## config.mk

```make
export PLATFORM = sky130hd
export DESIGN_NAME = pcl_div
export DESIGN_NICKNAME = d
export VERILOG_FILES = /design/src/hw/rtl/pcl_pkg.sv /design/src/hw/rtl/pcl_div.sv
export SDC_FILE = /design/constraint.sdc
export NUM_CORES = 1
export LEC_CHECK = 0
export BUFFER_PORTS_ARGS = -buffer_cell sky130_fd_sc_hd__buf_2
export CORE_AREA = 3 3 123 125
export CTS_CLUSTER_SIZE = 12
export DETAILED_ROUTE_END_ITERATION = 7
export DIE_AREA = 0 0 126 128
export PLACE_DENSITY = 0.76
export SLEW_MARGIN = 20
export SYNTH_ARGS = -nofsm -noshare
export SYNTH_HDL_FRONTEND = slang
export SYNTH_SLANG_ARGS = --single-unit
```

## constraint.sdc

```tcl
create_clock -name clk -period 6.2 [get_ports clk]
set_input_delay 0.31 -clock clk [delete_from_list [all_inputs] [get_ports clk]]
set_output_delay 0.31 -clock clk [all_outputs]
set_load 0.02 [all_outputs]
```

## src/hw/rtl/pcl_pkg.sv

```systemverilog
// Shared types and constants for the polygon rectangle clipper.
// No dependencies; used by pcl_div and polygon_rect_clipper.
`default_nettype none
package pcl_pkg;

  localparam int MAX_VERTS = 32;
  localparam int IDX_W     = $clog2(MAX_VERTS);
  localparam int CNT_W     = IDX_W + 1;
  localparam int COORD_W   = 24;
  localparam int DIFF_W    = COORD_W + 1;
  localparam int PROD_W    = 2 * DIFF_W;

  // clip sides, in pass order
  localparam logic [1:0] SIDE_LEFT   = 2'd0;
  localparam logic [1:0] SIDE_RIGHT  = 2'd1;
  localparam logic [1:0] SIDE_BOTTOM = 2'd2;
  localparam logic [1:0] SIDE_TOP    = 2'd3;

  // configuration register indexes
  localparam logic [1:0] CFG_LEFT   = 2'd0;
  localparam logic [1:0] CFG_BOTTOM = 2'd1;
  localparam logic [1:0] CFG_RIGHT  = 2'd2;
  localparam logic [1:0] CFG_TOP    = 2'd3;

  localparam logic signed [COORD_W-1:0] RST_LEFT   = 24'sd25600;
  localparam logic signed [COORD_W-1:0] RST_BOTTOM = 24'sd25600;
  localparam logic signed [COORD_W-1:0] RST_RIGHT  = 24'sd102400;
  localparam logic signed [COORD_W-1:0] RST_TOP    = 24'sd102400;

  typedef struct packed {
    logic signed [COORD_W-1:0] x;
    logic signed [COORD_W-1:0] y;
  } vtx_t;

  typedef struct packed {
    logic                     start;
    logic signed [PROD_W-1:0] num;
    logic signed [DIFF_W-1:0] den;
  } div_req_t;

  typedef struct packed {
    logic                     done;
    logic signed [PROD_W-1:0] quo;
  } div_rsp_t;

endpackage
`default_nettype wire

```

## src/hw/rtl/pcl_div.sv

```systemverilog
// Iterative signed divider, one quotient bit per cycle, truncating toward zero.
// Depends on pcl_pkg.
`default_nettype none
module pcl_div (
  input  wire logic              clk,
  input  wire logic              rst,
  input  wire pcl_pkg::div_req_t req,
  output pcl_pkg::div_rsp_t      rsp
);
  localparam int PW = pcl_pkg::PROD_W;
  localparam int DW = pcl_pkg::DIFF_W;

  logic [PW-1:0] quo;
  logic [DW:0]   rem;
  logic [DW-1:0] den_mag;
  logic          neg;
  logic [6:0]    cnt;
  logic          done;
  logic [DW:0]   trial;
  logic          take;

  assign trial = {rem[DW-1:0], quo[PW-1]};
  assign take  = trial >= {1'b0, den_mag};

  // shift-subtract on magnitudes, sign applied at the end
  always_ff @(posedge clk) begin
    if (rst) begin
      cnt  <= '0;
      done <= 1'b0;
    end else begin
      done <= 1'b0;
      if (req.start) begin
        quo     <= req.num[PW-1] ? PW'(-req.num) : PW'(req.num);
        den_mag <= req.den[DW-1] ? DW'(-req.den) : DW'(req.den);
        neg     <= req.num[PW-1] ^ req.den[DW-1];
        rem     <= '0;
        cnt     <= 7'(PW);
      end else if (cnt != '0) begin
        rem  <= take ? (trial - {1'b0, den_mag}) : trial;
        quo  <= {quo[PW-2:0], take};
        cnt  <= cnt - 7'd1;
        done <= (cnt == 7'd1);
      end
    end
  end

  assign rsp.done = done;
  assign rsp.quo  = neg ? -$signed(quo) : $signed(quo);
endmodule
`default_nettype wire

```

== Word-level counts from Yosys, hierarchy flattened ==
Index checks and enable logic that the tools add are counted.

* Add/sub/neg operators: 5
* $lt $le $gt $ge: 1
* Equal/unequal tests: 1
* Mux-type cells: 9
* Bitwise operators: 3
* Reduce and logical (&&, ||, !) cells: 6

{| class="wikitable"
|+ Operators by type and width
! cell !! number
|-
| $mux 50 || 4
|-
| $neg 50->50 || 2
|-
| $mux 25 || 2
|-
| $ge 26x25->1 || 1
|-
| $neg 25->25 || 1
|-
| $sub 25x25->25 || 1
|-
| $mux 24 || 1
|-
| $mux 6 || 2
|-
| $eq 7x1->1 const B || 1
|-
| $reduce_bool 7->1 || 1
|-
| $sub 7x1->7 const B || 1
|-
| $reduce_and 2->1 || 2
|-
| $reduce_or 3->1 || 1
|-
| $not 1->1 || 2
|-
| $reduce_bool 2->1 || 1
|-
| $reduce_or 2->1 || 1
|-
| $xor 1x1->1 || 1
|}

* Flip-flop bits (word level): 109
* Input bits: 78
* Output and inout bits: 51
* Logic and storage cells: 33

== Longest topological paths before layout ==
* Depth in word-level cells: 3
* Gate-level depth with buffers: 13
* Depth with buffers taken out: 12

== Worst setup path after synthesis ==
Ideal clock, no wire load.

* Path kind: input to register
* Start point: input req[75] (netlist bit)
* End point: register quo[0], enable pin
* Setup time: 508 ps
* Arrival time: 4254 ps
* Required time: 5692 ps
* Slack: 1438 ps
* Cell stages on the path: 5
* Path through: clkbuf_1 > clkbuf_1 > clkbuf_1 > nor2_1 > nor2_1

* Word-level cells in the longest chain between the ends: 2

{| class="wikitable"
|+ Ends and longest elaborated chain
! what !! RTL line !! text
|-
| from (decl) || pcl_div.sv:7 || <nowiki>input wire pcl_pkg::div_req_t req,</nowiki>
|-
| $reduce_bool 2->1 (no line) || n/a ||
|-
| $reduce_and 2->1 (no line) || n/a ||
|-
| to (signal assigned) || pcl_div.sv:33 || <nowiki>quo <= req.num[PW-1] ? PW'(-req.num) : PW'(req.num);</nowiki>
|-
| to (signal assigned) || pcl_div.sv:40 || <nowiki>quo <= {quo[PW-2:0], take};</nowiki>
|-
| to (decl) || pcl_div.sv:13 || <nowiki>logic [PW-1:0] quo;</nowiki>
|}

No other way between the ends.
A chain may end at the register's enable or synchronous reset.

==> impl_metrics.env <==
export IMPL_avgSynthCellArea_um2=9.03
export IMPL_final_instance_count_excl_fill=1197
export IMPL_critPathMaxFanout=8
export IMPL_cts_buffers=9
export IMPL_port_buffers=128
export IMPL_grt_pass1_vias=6536
export IMPL_tightest_slew_ns=0.902
export IMPL_place_gp_congestion=0.875
export IMPL_syn_inst=904
export IMPL_cap_violations=0
export IMPL_clockBufferDepth=2
export IMPL_clock_skew_ns=0.00454
export IMPL_initial_core_util_pct=58.4
export IMPL_die_area_mm2=0.0161
export IMPL_fill_cells=1189
export IMPL_relSlewSlack_pct=39.9
export IMPL_drtAntennaViolNets=0
export IMPL_fmax_mhz=251
export IMPL_whs_endpoint="den_mag[0]"
export IMPL_clkLatencyLatePin_ns=0.36
export IMPL_place_hpwl_um=14200
export IMPL_tritoncts="done"
export IMPL_cts_setup_buffers=0
export IMPL_synth_cell_types=53
export IMPL_min_delay_path_class="in2reg"
export IMPL_crit_start="quo[5]"
export IMPL_yosysTopAreaCell="edfxtp_1"
export IMPL_fin_area_mm2=0.00923
export IMPL_worstReg2RegEnd="rem[7]"
export IMPL_dpl_cell_area_mm2=0.00893
export IMPL_synthesis_area_mm2=0.00817
export IMPL_cts_hold_buf=0
export IMPL_synth_nets=1014
export IMPL_slew_violations=0
export IMPL_rsz0062_at_grt="no"
export IMPL_post_route_util_pct=66.0
export IMPL_dp_cells=1178
export IMPL_path_buf_inv=1
export IMPL_grt_max_degree=99
export IMPL_drive_gt1_share_pct=16.1
export IMPL_grt_busiest_layer="met2"
export IMPL_ys_warn_count=0
export IMPL_critPathTopFamily="simple AND/OR/NAND/NOR gates"
export IMPL_drt_drc_violations_left=0
export IMPL_required_ns=5.89
export IMPL_critPathMaxStageDelay_ns=0.56
export IMPL_globalRouteMet2Util_pct=41.7
export IMPL_grt_first_pass_wirelength_um=31500
export IMPL_gr_total_overflow=0
export IMPL_p_leak_uw=0.00358
export IMPL_routed_wl_um=19400
export IMPL_grt_usage_pct=23.8
export IMPL_grtUsageMet1_pct=30.0
export IMPL_htreeDepth=3
export IMPL_yosysSeqAreaShare_pct=39.1
export IMPL_worstSetupStartpointType="flip-flop"
export IMPL_min_period_ns=3.98
export IMPL_num_nets_final=1120
export IMPL_wire_per_inst_um=16.2
export IMPL_io_pins=129
export IMPL_fin_tns_setup_ns=0
export IMPL_cts_sinks=109
export IMPL_synth_edf_count=101
export IMPL_die_y_um=128
export IMPL_crit_path_frequent_cell="or4_4"
export IMPL_path_cells="or4_1 -> or2_1 -> or4_4 -> or4_4 -> or3_4 -> o31ai_4 -> xnor2_1 -> buf_2"
export IMPL_ys_top_cells_by_area="edfxtp_1 (37%), xnor2_1 (9.2%), xor2_1 (6.2%), a21oi_1 (5.3%), nor2_1 (5.2%)"
export IMPL_worstPathArrival_ns=3.67
export IMPL_core_area_mm2=0.0140
export IMPL_final_cell_mix="buf_2 (127), nor2_1 (112), edfxtp_1 (101)"
export IMPL_p_per_area_mw_per_mm2=266
export IMPL_r2r_start="quo[49]"
export IMPL_clkTransAtPathRegs_ns=0.07
export IMPL_setup_ws_ns=2.22
export IMPL_die_x_um=126
export IMPL_ir_drop_v=0.000148
export IMPL_worstSetupEndpointType="output port"
export IMPL_async_flop_share_pct=0
export IMPL_final_common_cell="buf_2"
export IMPL_crit_path_top_delay_cell="or4_4"
export IMPL_setup_viol=0
export IMPL_grt_util_met3_pct=5.42
export IMPL_status="finished clean"
export IMPL_holdPathStages=1
export IMPL_synth_main_ff_cell="edfxtp_1"
export IMPL_viasPerCell=5.94
export IMPL_place_ws_ns=2.32
export IMPL_hold_viol=0
export IMPL_crit_type="reg2out"
export IMPL_firstDrtPassIters=5
export IMPL_hold_start="req[0]"
export IMPL_rrSetupSlack_ns=2.52
export IMPL_post_cts_resized=0
export IMPL_rows=43
export IMPL_clockRootBuffer="clkbuf_16"
export IMPL_fin_crit_sh_pct=64.2
export IMPL_antenna_found_initial=2
export IMPL_syn_to_final_growth_pct=13.0
export IMPL_first_iter_violations=609
export IMPL_yosysTopAreaCellShare_pct=37.1
export IMPL_ys_ff_latch=109
export IMPL_num_vias=7108
export IMPL_rr_worst_depth=12
==> state kept, by name, summed over array words and instances, names as in the netlist <==
register and count:
quo 50, den_mag 25, rem 25, cnt 7, done 1, neg 1
==> power breakdown <==
group	leakage [uW]	total (uW)	internal, uW	switching, uW
logic	0.00242	923	381	542
clock network	0.000127	542	270	271
registers	0.00104	994	923	71.2
==> logic make-up after synthesis <==
family,Yosys count,synth area share [%]
buffers and inverters,82,3.95
AO/OA/AOI/OAI,225,16.9
flip-flops,109,39.1
XOR/XNOR,144,15.4
AND/OR/NAND/NOR,297,17.8
adder cells (fa/ha/maj),32,4.99
multiplexers,15,1.84
==> cell type report <==
| type | count | area, um2 | share of cell area [%] |
|---|---|---|---|
| multi-input cells | 713 | 4670 | 50.6 |
| repair buffers | 133 | 701 | 7.59 |
| flip-flops and latches | 109 | 3190 | 34.6 |
| clock buffers | 9 | 225 | 2.44 |
| diodes | 2 | 5.00 | 0.0542 |
| clock inverters | 7 | 41.3 | 0.447 |
| well taps | 180 | 225 | 2.44 |
| inverters | 44 | 165 | 1.79 |
==> routing by layer <==
metal  wire [um]  vias to the layer above  part of all wire (%)
met5           7                        -                 0.036
met4         284                        2                   1.5
met3        1170                       26                   6.0
met2        9770                      227                    50
met1        8190                     3365                    42
li1            -                     3488                     -
==> worst max-delay path by stage <==
stage	to	cells past startpoint
CTS	rsp[38]	8
global route	rsp[35]	9
global placement	rem[16]	12
finish	rsp[38]	8
detailed placement	rem[16]	12
floorplan	quo[0]	5
==> synthesized netlist by cell type, drive strengths merged, types with 17 or more instances <==
| cell type | instances |
|---|---|
| a21oi | 86 |
| clkbuf | 32 |
| edfxtp | 101 |
| ha | 31 |
| inv | 44 |
| nand2 | 61 |
| nor2 | 113 |
| o21ai | 61 |
| o31ai | 37 |
| o41ai | 17 |
| or4 | 21 |
| xnor2 | 86 |
| xor2 | 58 |
==> worst reg2reg max path, delay by kind of cell (launching register included) <==
kind                     cells  cell delay (ns)
adder cells (fa/ha/maj)      2             0.60
AND/OR/NAND/NOR              1             0.05
flip-flops                   1             0.42
AO/OA/AOI/OAI                5             1.78
multiplexers                 1             0.21
buffers and inverters        3             0.38
==> through the flow <==
stage	power, uW	hold slack (ns)
2_1_floorplan	1680	0.382
3_3_place_gp	1890	0.474
3_5_place_dp	1910	0.466
4_1_cts	2450	0.179
5_1_grt	2610	0.182
6_report	2460	0.190
No activity file was read; power rests on OpenSTA's default activity.
